===== src/mrc_pkg.sv =====
// ----------------------------------------------------------------------------
// mrc_pkg
// Shared types and constants for the mesh route-compute block.
// ----------------------------------------------------------------------------
package mrc_pkg;

  // Mesh size and the coordinate width that follows from it.
  localparam int MESH_DIM = 32;
  localparam int COORD_W  = $clog2(MESH_DIM);
  localparam int LOAD_W   = 8;
  localparam int SEED_W   = 32;

  // Linear congruential step used by the randomized mode.
  localparam logic [31:0] LCG_MUL = 32'd1103515245;
  localparam logic [31:0] LCG_ADD = 32'd12345;

  // Routing algorithm selected by the mode register.
  typedef enum logic [2:0] {
    MODE_XY             = 3'd0,
    MODE_YX             = 3'd1,
    MODE_WEST_FIRST     = 3'd2,
    MODE_NORTH_LAST     = 3'd3,
    MODE_NEGATIVE_FIRST = 3'd4,
    MODE_ODD_EVEN       = 3'd5,
    MODE_ADAPTIVE       = 3'd6,
    MODE_RANDOMIZED     = 3'd7
  } route_mode_t;

  // Output port codes.
  typedef enum logic [2:0] {
    PORT_LOCAL = 3'd0,
    PORT_EAST  = 3'd1,
    PORT_WEST  = 3'd2,
    PORT_SOUTH = 3'd3,
    PORT_NORTH = 3'd4
  } port_t;

  // One route request as held in the input register.
  typedef struct packed {
    logic [COORD_W-1:0] here_x;
    logic [COORD_W-1:0] here_y;
    logic [COORD_W-1:0] target_x;
    logic [COORD_W-1:0] target_y;
    logic [LOAD_W-1:0]  east_load;
    logic [LOAD_W-1:0]  west_load;
    logic [LOAD_W-1:0]  south_load;
    logic [LOAD_W-1:0]  north_load;
    logic [SEED_W-1:0]  rand_seed;
  } req_t;

endpackage


===== src/mrc_if.sv =====
// ----------------------------------------------------------------------------
// mrc interfaces
// Valid/ready channels for requests, responses and the mode register write.
// ----------------------------------------------------------------------------

// Route request channel.
interface mrc_req_if;
  import mrc_pkg::*;
  logic               valid;
  logic               ready;
  logic [COORD_W-1:0] here_x;
  logic [COORD_W-1:0] here_y;
  logic [COORD_W-1:0] target_x;
  logic [COORD_W-1:0] target_y;
  logic [LOAD_W-1:0]  east_load;
  logic [LOAD_W-1:0]  west_load;
  logic [LOAD_W-1:0]  south_load;
  logic [LOAD_W-1:0]  north_load;
  logic [SEED_W-1:0]  rand_seed;

  modport source (
    output valid, here_x, here_y, target_x, target_y,
           east_load, west_load, south_load, north_load, rand_seed,
    input  ready
  );
  modport sink (
    input  valid, here_x, here_y, target_x, target_y,
           east_load, west_load, south_load, north_load, rand_seed,
    output ready
  );
endinterface

// Route response channel.
interface mrc_rsp_if;
  logic       valid;
  logic       ready;
  logic [2:0] out_port;

  modport source (output valid, out_port, input ready);
  modport sink (input valid, out_port, output ready);
endinterface

// Mode register write channel.
interface mrc_cfg_if;
  logic       valid;
  logic       ready;
  logic [2:0] data;

  modport source (output valid, data, input ready);
  modport sink (input valid, data, output ready);
endinterface


===== src/mesh_route_compute.sv =====
// ----------------------------------------------------------------------------
// mesh_route_compute
// Route computation for one router of a two-dimensional mesh.
// ----------------------------------------------------------------------------
// Each request carries the router's own coordinates, the destination, the
// loads of the four output channels and a seed, and yields one output port
// (local, east, west, south or north) chosen by the algorithm in the mode
// register. The block is a two-register pipeline: a request can be accepted
// every cycle while the response channel takes results, and its result is
// offered on the response channel from the result register, with the
// input register and the result register each advancing whenever the stage
// after them has room. The mode register should only be written while no
// request is in flight; its write channel is always ready.
module mesh_route_compute (
  input  logic      clk,
  input  logic      rst,
  mrc_cfg_if.sink   cfg,
  mrc_req_if.sink   req,
  mrc_rsp_if.source rsp
);
  import mrc_pkg::*;

  route_mode_t route_mode;
  logic        stage_valid;
  req_t        stage_req;
  logic        stage_ready;
  port_t       stage_port;

  // Mode register.
  assign cfg.ready = 1'b1;

  always_ff @(posedge clk) begin
    if (rst) begin
      route_mode <= MODE_XY;
    end else if (cfg.valid && cfg.ready) begin
      route_mode <= route_mode_t'(cfg.data);
    end
  end

  // Input register.
  mrc_in_stage u_in_stage (
    .clk         (clk),
    .rst         (rst),
    .req         (req),
    .stage_valid (stage_valid),
    .stage_req   (stage_req),
    .stage_ready (stage_ready)
  );

  // Port selection.
  mrc_route_logic u_route_logic (
    .cur_req (stage_req),
    .mode    (route_mode),
    .port    (stage_port)
  );

  // Result register.
  mrc_out_stage u_out_stage (
    .clk       (clk),
    .rst       (rst),
    .res_valid (stage_valid),
    .res_port  (stage_port),
    .res_ready (stage_ready),
    .rsp       (rsp)
  );

endmodule


===== src/mrc_in_stage.sv =====
// ----------------------------------------------------------------------------
// mrc_in_stage
// Input register: captures one request per cycle while downstream has room.
// ----------------------------------------------------------------------------
module mrc_in_stage (
  input  logic          clk,
  input  logic          rst,
  mrc_req_if.sink       req,
  output logic          stage_valid,
  output mrc_pkg::req_t stage_req,
  input  logic          stage_ready
);
  import mrc_pkg::*;

  logic stage_valid_next;

  // The register can load when it is empty or its content moves on this cycle.
  assign req.ready = !stage_valid || stage_ready;

  // Occupancy of the input register.
  always_comb begin
    stage_valid_next = stage_valid;
    if (req.ready) begin
      stage_valid_next = req.valid;
    end
  end

  always_ff @(posedge clk) begin
    if (rst) begin
      stage_valid <= 1'b0;
    end else begin
      stage_valid <= stage_valid_next;
    end
  end

  // Payload capture; no reset needed.
  always_ff @(posedge clk) begin
    if (req.valid && req.ready) begin
      stage_req.here_x     <= req.here_x;
      stage_req.here_y     <= req.here_y;
      stage_req.target_x   <= req.target_x;
      stage_req.target_y   <= req.target_y;
      stage_req.east_load  <= req.east_load;
      stage_req.west_load  <= req.west_load;
      stage_req.south_load <= req.south_load;
      stage_req.north_load <= req.north_load;
      stage_req.rand_seed  <= req.rand_seed;
    end
  end

endmodule


===== src/mrc_route_logic.sv =====
// ----------------------------------------------------------------------------
// mrc_route_logic
// Combinational port selection for all routing modes.
// ----------------------------------------------------------------------------
module mrc_route_logic (
  input  mrc_pkg::req_t       cur_req,
  input  mrc_pkg::route_mode_t mode,
  output mrc_pkg::port_t      port
);
  import mrc_pkg::*;

  logic  need_x;
  logic  need_y;
  logic  go_east;
  logic  go_west;
  logic  go_south;
  logic  go_north;
  logic  both;
  port_t port_x;
  port_t port_y;
  port_t dim_order;
  logic [LOAD_W-1:0] load_x;
  logic [LOAD_W-1:0] load_y;
  logic  lcg_bit0;

  // Direction flags from the coordinate compares.
  assign need_x   = (cur_req.here_x != cur_req.target_x);
  assign need_y   = (cur_req.here_y != cur_req.target_y);
  assign go_east  = (cur_req.target_x > cur_req.here_x);
  assign go_west  = (cur_req.target_x < cur_req.here_x);
  assign go_south = (cur_req.target_y > cur_req.here_y);
  assign go_north = (cur_req.target_y < cur_req.here_y);
  assign both     = need_x && need_y;
  assign port_x   = go_east ? PORT_EAST : PORT_WEST;
  assign port_y   = go_south ? PORT_SOUTH : PORT_NORTH;

  // When only one dimension is needed, that one is taken (X preferred).
  assign dim_order = need_x ? port_x : port_y;

  // Loads of the two candidate channels for the adaptive mode.
  assign load_x = go_east ? cur_req.east_load : cur_req.west_load;
  assign load_y = go_south ? cur_req.south_load : cur_req.north_load;

  // Bit 0 of one LCG step depends only on bit 0 of the seed and of the
  // constants, since the carries of the product and the sum only move up.
  assign lcg_bit0 = (cur_req.rand_seed[0] & LCG_MUL[0]) ^ LCG_ADD[0];

  // Mode selection.
  always_comb begin
    port = PORT_LOCAL;
    if (need_x || need_y) begin
      case (mode)
        MODE_YX: begin
          port = need_y ? port_y : port_x;
        end
        MODE_NEGATIVE_FIRST: begin
          if (go_west) begin
            port = PORT_WEST;
          end else if (go_north) begin
            port = PORT_NORTH;
          end else if (go_east) begin
            port = PORT_EAST;
          end else begin
            port = PORT_SOUTH;
          end
        end
        MODE_ADAPTIVE: begin
          if (both) begin
            port = (load_x <= load_y) ? port_x : port_y;
          end else begin
            port = dim_order;
          end
        end
        MODE_RANDOMIZED: begin
          if (both) begin
            port = lcg_bit0 ? port_x : port_y;
          end else begin
            port = dim_order;
          end
        end
        default: begin
          // XY order; west-first, north-last and odd-even resolve to it.
          port = dim_order;
        end
      endcase
    end
  end

endmodule


===== src/mrc_out_stage.sv =====
// ----------------------------------------------------------------------------
// mrc_out_stage
// Result register: holds the chosen port until the consumer takes it.
// ----------------------------------------------------------------------------
module mrc_out_stage (
  input  logic           clk,
  input  logic           rst,
  input  logic           res_valid,
  input  mrc_pkg::port_t res_port,
  output logic           res_ready,
  mrc_rsp_if.source      rsp
);
  import mrc_pkg::*;

  logic  out_valid;
  logic  out_valid_next;
  port_t out_port;

  // Load when empty or when the held result leaves this cycle.
  assign res_ready = !out_valid || rsp.ready;

  always_comb begin
    out_valid_next = out_valid;
    if (res_ready) begin
      out_valid_next = res_valid;
    end
  end

  always_ff @(posedge clk) begin
    if (rst) begin
      out_valid <= 1'b0;
    end else begin
      out_valid <= out_valid_next;
    end
  end

  // Result payload.
  always_ff @(posedge clk) begin
    if (res_valid && res_ready) begin
      out_port <= res_port;
    end
  end

  assign rsp.valid    = out_valid;
  assign rsp.out_port = out_port;

endmodule


===== src/flat_wrapper.sv =====
// flat-port wrapper written by rule: the top's interface ports become plain ports
module mesh_route_compute_flat import mrc_pkg::*;
  (clk, rst, cfg_valid, cfg_data, cfg_ready, req_valid, req_here_x, req_here_y, req_target_x, req_target_y, req_east_load, req_west_load, req_south_load, req_north_load, req_rand_seed, req_ready, rsp_valid, rsp_out_port, rsp_ready);
  mrc_cfg_if cfg_i ();
  mrc_req_if req_i ();
  mrc_rsp_if rsp_i ();
  input  logic clk;
  input  logic rst;
  input wire logic [$bits(cfg_i.valid)-1:0] cfg_valid;
  input wire logic [$bits(cfg_i.data)-1:0] cfg_data;
  output wire logic [$bits(cfg_i.ready)-1:0] cfg_ready;
  input wire logic [$bits(req_i.valid)-1:0] req_valid;
  input wire logic [$bits(req_i.here_x)-1:0] req_here_x;
  input wire logic [$bits(req_i.here_y)-1:0] req_here_y;
  input wire logic [$bits(req_i.target_x)-1:0] req_target_x;
  input wire logic [$bits(req_i.target_y)-1:0] req_target_y;
  input wire logic [$bits(req_i.east_load)-1:0] req_east_load;
  input wire logic [$bits(req_i.west_load)-1:0] req_west_load;
  input wire logic [$bits(req_i.south_load)-1:0] req_south_load;
  input wire logic [$bits(req_i.north_load)-1:0] req_north_load;
  input wire logic [$bits(req_i.rand_seed)-1:0] req_rand_seed;
  output wire logic [$bits(req_i.ready)-1:0] req_ready;
  output wire logic [$bits(rsp_i.valid)-1:0] rsp_valid;
  output wire logic [$bits(rsp_i.out_port)-1:0] rsp_out_port;
  input wire logic [$bits(rsp_i.ready)-1:0] rsp_ready;
  assign cfg_i.valid = cfg_valid;
  assign cfg_i.data = cfg_data;
  assign cfg_ready = cfg_i.ready;
  assign req_i.valid = req_valid;
  assign req_i.here_x = req_here_x;
  assign req_i.here_y = req_here_y;
  assign req_i.target_x = req_target_x;
  assign req_i.target_y = req_target_y;
  assign req_i.east_load = req_east_load;
  assign req_i.west_load = req_west_load;
  assign req_i.south_load = req_south_load;
  assign req_i.north_load = req_north_load;
  assign req_i.rand_seed = req_rand_seed;
  assign req_ready = req_i.ready;
  assign rsp_valid = rsp_i.valid;
  assign rsp_out_port = rsp_i.out_port;
  assign rsp_i.ready = rsp_ready;
  mesh_route_compute u_core (.clk(clk), .rst(rst), .cfg(cfg_i), .req(req_i), .rsp(rsp_i));
endmodule

===== config.mk =====
export PLATFORM = sky130hd
export DESIGN_NAME = mesh_route_compute_flat
export DESIGN_NICKNAME = d
export VERILOG_FILES = /design/src/mrc_pkg.sv /design/src/mrc_if.sv /design/src/mesh_route_compute.sv /design/src/mrc_in_stage.sv /design/src/mrc_route_logic.sv /design/src/mrc_out_stage.sv /design/src/flat_wrapper.sv
export SDC_FILE = /design/constraint.sdc
export NUM_CORES = 1
export LEC_CHECK = 0
export BUFFER_PORTS_ARGS = -buffer_cell sky130_fd_sc_hd__buf_2
export CORE_MARGIN = 8
export CORE_UTILIZATION = 31
export DETAILED_ROUTE_END_ITERATION = 16
export SYNTH_ARGS = -nofsm -noshare
export SYNTH_HDL_FRONTEND = slang
export SYNTH_SLANG_ARGS = --single-unit

===== constraint.sdc =====
create_clock -name clk -period 3.4 [get_ports clk]
set_clock_uncertainty 0.1 [all_clocks]
set_input_delay 0.17 -clock clk [delete_from_list [all_inputs] [get_ports clk]]
set_output_delay 0.17 -clock clk [all_outputs]
set_load 0.01 [all_outputs]

Word-level counts from Yosys, hierarchy flattened
Index checks and enable logic that the tools add are counted.
{"block": "totals", "wordCells": 46, "in_bits": 92, "out_inout_bits": 6, "regBits": 61}
{"block": "classes", "n_mux": 14, "eq_ne": 6, "reduce_logical": 8, "magnitude_cmp": 5}
{"operator": "3-bit 2-to-1 mux", "count": 9}
{"operator": "8-bit 2-to-1 mux", "count": 2}
{"operator": "3-bit one-hot mux with 4 select lines", "count": 1}
{"operator": "5-bit > comparator", "count": 2}
{"operator": "5-bit less-than comparator", "count": 2}
{"operator": "5-bit inequality test", "count": 2}
{"operator": "3-bit equality test, second input constant", "count": 3}
{"operator": "8-bit <= comparator", "count": 1}
{"operator": "2-bit 2-to-1 mux", "count": 2}
{"operator": "3-bit by 1-bit equality test with 1-bit output, second input constant", "count": 1}
{"operator": "1-bit logical AND", "count": 3}
{"operator": "1-bit logical OR", "count": 3}
{"operator": "1-bit zero test", "count": 2}

Logic depth before layout (Yosys ltp)
Gate-level depths: netlist of the first run.
{"block": "logic_depth", "depth_word": 6, "ltp_mapped": 14, "mapped_depth_nobuf": 13}

Cells and area by module
Synthesis of the first run repeated with hierarchy kept, for this count alone.
{"block": "hier_totals", "hier_cells": 258, "area_unflattened_um2": 3852.4}
{"module": "mrc_in_stage", "cells_per_inst": 89, "area_per_inst_um2": 2577.5, "seq_area_each_um2": 2542.4, "instances": 1}
{"module": "mrc_route_logic", "cells_per_inst": 150, "area_per_inst_um2": 1017.2, "seq_area_each_um2": 0.0, "instances": 1}
{"module": "mrc_out_stage", "cells_per_inst": 8, "area_per_inst_um2": 145.1, "seq_area_each_um2": 110.1, "instances": 1}
{"module": "mesh_route_compute", "cells_per_inst": 11, "area_per_inst_um2": 112.6, "seq_area_each_um2": 60.1, "instances": 1}

Worst setup path after synthesis of the first run
No wires, ideal clock.
{"block": "synth_timing", "path_kind": "register to register", "from": "register, netlist name u_core.u_in_stage.stage_req[72]", "to": "register u_core.u_out_stage.out_port[1] (netlist: u_core.u_out_stage.rsp.out_port[1]) (data pin)", "t_required_ns": 3.032, "path_buffers": 1, "period_less_slack_ns": 3.281, "t_arrival_ns": 2.913, "path_stages_with_launch": 14, "path_slack_ns": 0.119, "setup_ns": 0.268, "cell_sequence": "edfxtp_1 ha_1 and3_1 nand3_2 o21a_1 buf_2 mux2_1 ha_1 nor2b_1 o211ai_1 a21oi_1 o211a_1 a221oi_1 a22oi_1"}
{"block": "synth_between", "elab_chain_cells": 6, "elab_cells_between_ends": 18, "classes_between": "order compare: 3; eq/ne: 1; mux: 12; reduce/logical: 2"}
{"item": "5-bit > comparator", "line": "mrc_route_logic.sv:29", "rtl": "assign go_east = (cur_req.target_x > cur_req.here_x);"}
{"item": "8-bit 2-to-1 mux", "line": "mrc_route_logic.sv:41", "rtl": "assign load_x = go_east ? cur_req.east_load : cur_req.west_load;"}
{"item": "8-bit <= comparator", "line": "mrc_route_logic.sv:69", "rtl": "port = (load_x <= load_y) ? port_x : port_y;"}
{"item": "3-bit 2-to-1 mux", "line": "mrc_route_logic.sv:69"}
{"item": "3-bit 2-to-1 mux", "line": "mrc_route_logic.sv:68", "rtl": "if (both) begin"}
{"item": "3-bit one-hot mux with 4 select lines", "line": "mrc_route_logic.sv:52", "rtl": "case (mode)"}
{"item": "end signal: assignment", "line": "mrc_out_stage.sv:40", "rtl": "out_port <= res_port;"}
{"item": "end: declaration", "line": "mrc_out_stage.sv:17", "rtl": "port_t out_port;"}
Several ways; a longest one is shown, not always the timed one.
A chain may end at the register's enable or synchronous reset.

Worst setup path in the final report of the first run
{"block": "layout_timing", "from": "register, netlist name u_core.u_in_stage.stage_req[72]", "to": "register u_core.u_out_stage.out_port[2] (netlist: u_core.u_out_stage.rsp.out_port[2]) (data pin)"}
{"block": "layout_between", "elab_chain_cells": 6, "elab_cells_between_ends": 13, "classes_between": "order compare: 3; eq/ne: 1; mux: 7; reduce/logical: 2"}
{"item": "5-bit > comparator", "line": "mrc_route_logic.sv:29"}
{"item": "8-bit 2-to-1 mux", "line": "mrc_route_logic.sv:41"}
{"item": "8-bit <= comparator", "line": "mrc_route_logic.sv:69"}
{"item": "3-bit 2-to-1 mux", "line": "mrc_route_logic.sv:69"}
{"item": "3-bit 2-to-1 mux", "line": "mrc_route_logic.sv:68"}
{"item": "3-bit one-hot mux with 4 select lines", "line": "mrc_route_logic.sv:52"}
Several ways; a longest one is shown, not always the timed one.

==> results of run 1 <==
[cells by family after synthesis]
family / share of synthesized area
muxes: 0.0760
other: 0.00136
adders and majority gates: 0.0814
DFF: 0.644
and+or+nand+nor: 0.0946
AOI/OAI and AO/OA: 0.0801
buffers and inverters: 0.0222
[power groups by stage]
stage	registers (W)	logic, W	clock network (W)
finish	0.000886	0.000385	0.000620
global route	0.000890	0.000421	0.000677
CTS	0.000886	0.000362	0.000637
detailed placement	0.000901	0.000256	0
global placement	0.000899	0.000250	0
floorplan	0.000900	0.000152	0
[worst max path at each step]
stage | startpoint | endpoint | slack, ns | cells past startpoint
2_1_floorplan | u_core.u_in_stage.stage_req[72] | u_core.u_out_stage.rsp.out_port[1] | 0.12 | 13
3_3_place_gp | u_core.u_in_stage.stage_req[73] | u_core.u_out_stage.rsp.out_port[1] | -0.08 | 12
3_5_place_dp | u_core.u_in_stage.stage_req[73] | u_core.u_out_stage.rsp.out_port[0] | -0.17 | 12
4_1_cts | u_core.u_in_stage.stage_req[77] | u_core.u_out_stage.rsp.out_port[2] | 0.001 | 13
5_1_grt | u_core.u_in_stage.stage_req[68] | u_core.u_out_stage.rsp.out_port[0] | -0.15 | 13
6_report | u_core.u_in_stage.stage_req[72] | u_core.u_out_stage.rsp.out_port[2] | -0.03 | 13
[worst max-delay path: cells and delay by family, from the launching register on]
| kind | cells | cell delay (ns) |
|---|---|---|
| flip-flops | 1 | 0.38 |
| AND/OR/NAND/NOR | 2 | 0.31 |
| AO/OA/AOI/OAI | 6 | 1.24 |
| buffers and inverters | 2 | 0.27 |
| multiplexers | 1 | 0.31 |
| adder cells (fa/ha/maj) | 2 | 0.56 |
[state kept, by name, indices dropped and copies added (netlist names)]
name,cells
u_core.u_out_stage.rsp.out_port,3
u_core.u_in_stage.stage_req,53
u_core.route_mode,3
u_core.u_in_stage.stage_valid,1
u_core.u_out_stage.rsp.valid,1
[layer usage]
| layer | part of all wire | vias up |
|---|---|---|
| met2 | 0.52 | 54 |
| met3 | 0.049 | 7 |
| met4 | 0.017 | 0 |
| met5 | 0 | - |
| met1 | 0.42 | 955 |
| li1 | - | 1023 |
[repair_timing]
item,4_1_cts,5_1_grt
hold buffers,58,0
buffers inserted,7,3
pin swaps,14,13
gates resized for setup,23,13
setup endpoints to repair,3,3
endpoints found under the hold margin,58,0
[cells in the final DEF, fill, tap and decap left out, drive strengths merged, types with 2 or more instances in the layout]
cell type / instances
buf: 88
dlygate4sd3: 58
edfxtp: 56
ha: 18
mux2i: 12
inv: 11
clkbuf: 9
a21oi: 9
nor2: 8
mux2: 8
nand2: 7
nor2b: 6
dfxtp: 5
nand3: 5
and2: 5
and3: 5
o21ai: 5
clkinvlp: 3
clkinv: 3
o21a: 2
nor3b: 2
nand4: 2
o311a: 2
a22oi: 2
o211ai: 2
[per-stage QoR]
stage	hold slack [ns]	power, W	std cells	cell area [um^2]
detailed placement	0.248	0.00116	370	3320
CTS	0.0237	0.00188	451	4260
floorplan	0.142	0.00105	187	2770
global placement	0.247	0.00115	370	3320
finish	0.0404	0.00189	454	4330
global route	0.0527	0.00199	454	4330
[Yosys cell counts (2+ instances only)]
master    number
a21oi_1        9
a22oi_1        2
and2_1         5
and3_1         4
buf_4          2
dfxtp_1        5
edfxtp_1      56
ha_1          18
inv_1         11
mux2_1         8
mux2i_1       12
nand2_1        7
nand3_1        4
nand4_1        2
nor2_1         8
nor2b_1        6
nor3b_4        2
o21a_1         2
o21ai_0        3
o21ai_1        2
o311a_1        2
[cell type report]
cell class                 instances  area, um^2  area share
clock inverter                     7        66.3      0.0153
inverter                          11        41.3     0.00953
multi-input combinational        112        1080       0.249
sequential                        61        1780       0.411
clock buffer                       9         124      0.0286
tap                              108         135      0.0312
timing repair buffer             146        1110       0.255
==> flow_metrics.py, run 1 <==
metrics = {
    "status": {
        "status": "complete, but fails checks",
        "violations": "negative setup slack",
    },
    "clock_network": {
        "cts_buffers": 9,
        "clk_pin_slew_worst_paths_ns": 0.07,
        "htreeDepth": 3,
        "cts_root_buf": "clkbuf_8",
        "cts_sinks": 61,
        "cts_tree": "done",
        "cts_buffer_depth": 2,
        "insertion_delay_ns": 0.34,
    },
    "timing": {
        "finalSetupViolCount": 3,
        "finalHoldViolCount": 0,
        "fin_crit_sh": 1.01,
        "rsz0062_at_grt": "yes",
        "slew_violations": 0,
        "max_freq_mhz": 292,
        "fin_ws_ns": -0.0259,
        "finalSetupTns_ns": -0.0470,
        "min_period_ns": 3.43,
    },
    "worst_setup_path": {
        "worst_setup_path_start_kind": "flop",
        "path_common_cell": "o21a_1",
        "timing.rr.end": "u_core.u_out_stage.rsp.out_port[2]",
        "crit_chain": "ha_1, and3_4, o21a_1, o21a_1, buf_12, mux2_4, ha_4, nor2b_1, o211ai_1, a21oi_4, o211a_1, buf_4, o311a_1",
        "critPathCaptureType": "flop",
        "rr_worst_depth": 13,
        "crit_fanout": 6,
        "slowest_delay_ns": 0.38,
        "cpMaxStageDelayCell": "edfxtp_1",
        "reg2reg_from": "u_core.u_in_stage.stage_req[72]",
        "regToRegSetupSlack_ns": -0.03,
        "required_ns": 3.39,
        "worst-setup-path-type": "flop to flop",
        "arrival_ns": 3.41,
    },
    "floorplan": {
        "core_area_um2": 8680,
        "start_util": 0.319,
        "rows": 34,
        "fp.dieArea_um2": 12200,
        "fp.dieH_um": 110,
        "ios": 98,
        "die_x_um": 110,
    },
    "grt": {
        "gr-total-overflow": 0,
        "grtUsageMet2": 0.188,
        "antenna_found_initial": 0,
        "busiest_layer": "met2",
        "grt_pass1_wl_um": 10500,
        "grt_util_met1": 0.112,
        "grt_use_met3": 0.0417,
        "grt_pass1_vias": 2258,
        "grt.total_usage": 0.108,
        "grt_max_degree": 20,
    },
    "layout": {
        "final_util": 0.499,
        "diodes": 0,
        "fin_nets": 451,
        "drive_above_1_share": 0.396,
        "area.growth.synth_to_final_pct": 56.7,
        "fillers": 777,
    },
    "logic_synthesis": {
        "syn_nets": 297,
        "async_reset_ff_frac": 0,
        "synth_area_per_cell_um2": 14.8,
        "synth_cell_types": 38,
        "synthFlopType": "edfxtp_1",
        "syn_area_um2": 2770,
        "synth_edf_count": 56,
        "postSynthCellCount": 187,
        "synthTopCellsByArea": "edfxtp_1 61%, ha_1 8.1%, mux2i_1 4.3%",
        "yosysTopAreaCellShare": 0.608,
        "ys_ff_latch": 61,
        "ys_seq_area_frac": 0.644,
        "yosys_warnings": 0,
        "synth_top_area_cell": "edfxtp_1",
    },
    "placed_design": {
        "post-place-ws_ns": -0.168,
        "place_congestion": 0.731,
        "io_buffers": 65,
        "dpl.hpwl_um": 4210,
    },
    "power": {
        "p_sw_frac": 0.248,
        "p_leak_nw": 1.77,
        "p_sw_w": 0.000470,
        "combPwrFrac": 0.203,
        "seqPwrFrac": 0.469,
        "ir_worst_vdd_uv": 227,
        "p_clk_frac": 0.328,
        "power.internal_w": 0.00142,
        "p_per_area_nw_per_um2": 436,
    },
    "flow_run": {
        "cap_viol_max_count": 0,
    },
    "worst_hold_path": {
        "min_path_type": "primary input to flop",
        "whs_path_depth": 4,
        "min_to": "u_core.u_out_stage.rsp.valid",
        "worstHoldStart": "rsp_ready",
    },
    "route": {
        "via_per_inst": 4.49,
        "via_count": 2039,
        "wl_per_cell_um": 14.5,
        "detail-route-antenna-nets": 0,
        "drt_first_pass_iters": 4,
        "initialDrtViolationCount": 61,
        "route.detailed.drc": 0,
        "wirelength_um": 6590,
    },
}
No activity file was read; power rests on OpenSTA's default activity.
==> run 2: changes to the inputs <==
--- a/config.mk
+++ b/config.mk
@@ -5,6 +5,7 @@
 export SDC_FILE = /design/constraint.sdc
 export NUM_CORES = 1
 export LEC_CHECK = 0
+export ABC_AREA = 1
 export BUFFER_PORTS_ARGS = -buffer_cell sky130_fd_sc_hd__buf_2
 export CORE_MARGIN = 8
 export CORE_UTILIZATION = 31
==> run 2 against run 1 <==
Register-to-register slack gained 0.43 ns. Global-route usage shrank 0.21 points. Critical path depth grew 7. The run now ends clean. Design area shrank 5.9%. Combinational power shrank 20%. Via count grew 4.5%.
==> flow_metrics.py, run 2 <==
metrics = {
    "route": {
        "via_per_inst": 4.27,
        "wl_per_cell_um": 12.2,
        "route.detailed.drc": 0,
        "detail-route-antenna-nets": 0,
        "via_count": 2131,
        "wirelength_um": 6110,
        "initialDrtViolationCount": 41,
        "drt_first_pass_iters": 4,
    },
    "clock_network": {
        "cts_root_buf": "clkbuf_8",
        "cts_buffer_depth": 2,
        "cts_setup_buffers": 0,
        "ctsResizeCount": 0,
        "htreeDepth": 3,
        "cts_sinks": 61,
        "insertion_delay_ns": 0.34,
        "clk_pin_slew_worst_paths_ns": 0.07,
        "cts_buffers": 9,
        "cts_tree": "done",
    },
    "timing": {
        "rsz0062_at_grt": "no",
        "min_period_ns": 2.99,
        "finalSetupViolCount": 0,
        "max_freq_mhz": 334,
        "slew_violations": 0,
        "tightest_slew_ns": 1.10,
        "finalHoldViolCount": 0,
        "finalSetupTns_ns": 0,
        "fin_crit_sh": 0.881,
        "slew_headroom": 0.263,
    },
    "grt": {
        "grt.total_usage": 0.106,
        "grt_pass1_vias": 2323,
        "gr-total-overflow": 0,
        "grt_pass1_wl_um": 10300,
        "grt_max_degree": 54,
        "antenna_found_initial": 0,
    },
    "worst_setup_path": {
        "rr_worst_depth": 20,
        "crit_chain": "ha_1, a21oi_1, nand2_1, nor2_2, nor2_2, buf_4, nand2_1, nand2_1, ha_1, a21o_1, nor2_1, nand2_1, nand2_1, nand2_1, nand3_1, nand2_1, nand2_1, nand3_1, nand2_1, inv_1",
        "crit_fanout": 11,
        "regToRegSetupSlack_ns": 0.41,
        "path_common_cell": "nand2_1",
        "path_buf_inv": 2,
        "critPathCaptureType": "flop",
        "slowest_delay_ns": 0.37,
        "arrival_ns": 2.98,
        "required_ns": 3.39,
        "worst-setup-path-type": "flop to flop",
        "cp_top_family": "simple AND/OR/NAND/NOR gates",
        "cpMaxStageDelayCell": "edfxtp_1",
        "worst_setup_path_start_kind": "flop",
        "cp_num_cells": 20,
    },
    "placed_design": {
        "dpl.hpwl_um": 4010,
        "place_congestion": 0.763,
        "io_buffers": 65,
    },
    "layout": {
        "largest_register_ff_count": 53,
        "diodes": 0,
        "largest_register": "u_core.u_in_stage.stage_req",
        "fin_nets": 493,
        "final_cell_mix": "71 x nand2_1, 65 x buf_2, 56 x edfxtp_1",
        "reg_top3": "u_core.u_in_stage.stage_req x53, u_core.route_mode x3, u_core.u_out_stage.rsp.out_port x3",
        "final_common_cell": "nand2_1",
        "drive_above_1_share": 0.245,
        "area.growth.synth_to_final_pct": 43.9,
    },
    "power": {
        "p_leak_nw": 1.89,
        "p_per_area_nw_per_um2": 485,
        "power_w": 0.00198,
        "ir_worst_vdd_uv": 272,
    },
    "logic_synthesis": {
        "syn_area_um2": 2840,
        "synth_cell_types": 26,
        "postSynthCellCount": 253,
        "yosysMostFrequentCell": "nand2_1",
        "synthFlopType": "edfxtp_1",
        "synth_common_cells": "71 x nand2_1, 56 x edfxtp_1, 35 x inv_1",
        "ys_ff_latch": 61,
        "syn_nets": 363,
        "ys_seq_area_frac": 0.628,
        "synthTopCellsByArea": "edfxtp_1 59%, nand2_1 9.4%, ha_1 7.9%",
        "async_reset_ff_frac": 0,
        "synth_top_area_cell": "edfxtp_1",
        "yosys_warnings": 0,
        "synth_edf_count": 56,
        "synth_area_per_cell_um2": 11.2,
        "yosysTopAreaCellShare": 0.593,
    },
    "flow_run": {
        "cap_viol_max_count": 0,
    },
    "floorplan": {
        "rows": 35,
        "fp.dieArea_um2": 12500,
        "ios": 98,
        "start_util": 0.313,
        "fp.dieH_um": 112,
        "die_x_um": 112,
        "core_area_um2": 9060,
    },
    "status": {
        "status": "complete, no violations",
    },
    "worst_hold_path": {
        "min_path_type": "primary input to flop",
        "whs_path_depth": 4,
    },
}
==> run 2: cell types whose count changed after synthesis, sizes merged, moves of 3 or more <==
cell and delta:
mux2i -4, and2 -5, nor2 +6, nand2 +66
nor2b -6, mux2 -7, and3 -5, inv +26
nand3 +8, o21ai -3
==> run 2: cell type report <==
type | count | area (um^2)
multi-input cells | 151 | 877
inverters | 37 | 139
clock inverters | 7 | 121
fillers | 855 | 4980
clock buffers | 9 | 124
repair buffers | 123 | 898
flip-flops and latches | 61 | 1780
well taps | 111 | 139
==> run 2: worst register-to-register path, delay by kind of cell (launching register included) <==
family / cells / cell delay, ns
flip-flops: 1 / 0.37
buffers and inverters: 2 / 0.22
AND/OR/NAND/NOR: 14 / 1.07
adder cells (fa/ha/maj): 2 / 0.62
AO/OA/AOI/OAI: 2 / 0.38
==> run 2: cells by family (layout without fill, tap and decap cells) <==
group	after synthesis	in the layout	synth area share
fa+ha+maj	18	18	0.0794
simple gates	108	108	0.165
mux	9	9	0.0335
other cells	1	1	0.00132
buf+inv	41	176	0.0622
compound gates	15	15	0.0304
flops	61	61	0.628
==> run 2: metal layers <==
metal	up-vias	wire length, um	GRT usage
met3	10	376	0.0422
met2	62	3180	0.195
met5	-	0	0
met1	946	2440	0.100
li1	1113	-	-
met4	0	117	0.0510
==> run 2: repair_timing <==
item                       in CTS  in global routing
hold endpoints to repair       58                  0
hold buffers                   55                  0
setup endpoints to repair       0                  0
==> run 2: stage by stage <==
step	hold WS [ns]	util	cells	area, um^2	setup WS [ns]
2_1_floorplan	0.139	-	253	2840	0.675
5_1_grt	0.0169	0.450	499	4080	0.0853
6_report	0.0193	0.450	499	4080	0.405
3_3_place_gp	0.246	0.362	428	3280	0.372
4_1_cts	0.000000638	0.450	499	4080	0.354
3_5_place_dp	0.248	0.362	428	3280	0.381
==> run 2: worst paths after layout <==
| check | end | start |
|---|---|---|
| max | u_core.u_out_stage.rsp.out_port[0] | u_core.u_in_stage.stage_req[73] |
| min | u_core.u_out_stage.rsp.valid | rsp_ready |
| max reg2reg | u_core.u_out_stage.rsp.out_port[0] | u_core.u_in_stage.stage_req[73] |
| min reg2reg | u_core.u_out_stage.rsp.valid | u_core.u_in_stage.stage_valid |
==> run 2: report_power, final <==
part,internal (W),switching (W)
clock,0.000490,0.000293
sequential,0.000871,0.0000139
combinational,0.000150,0.000160
total,0.00151,0.000466
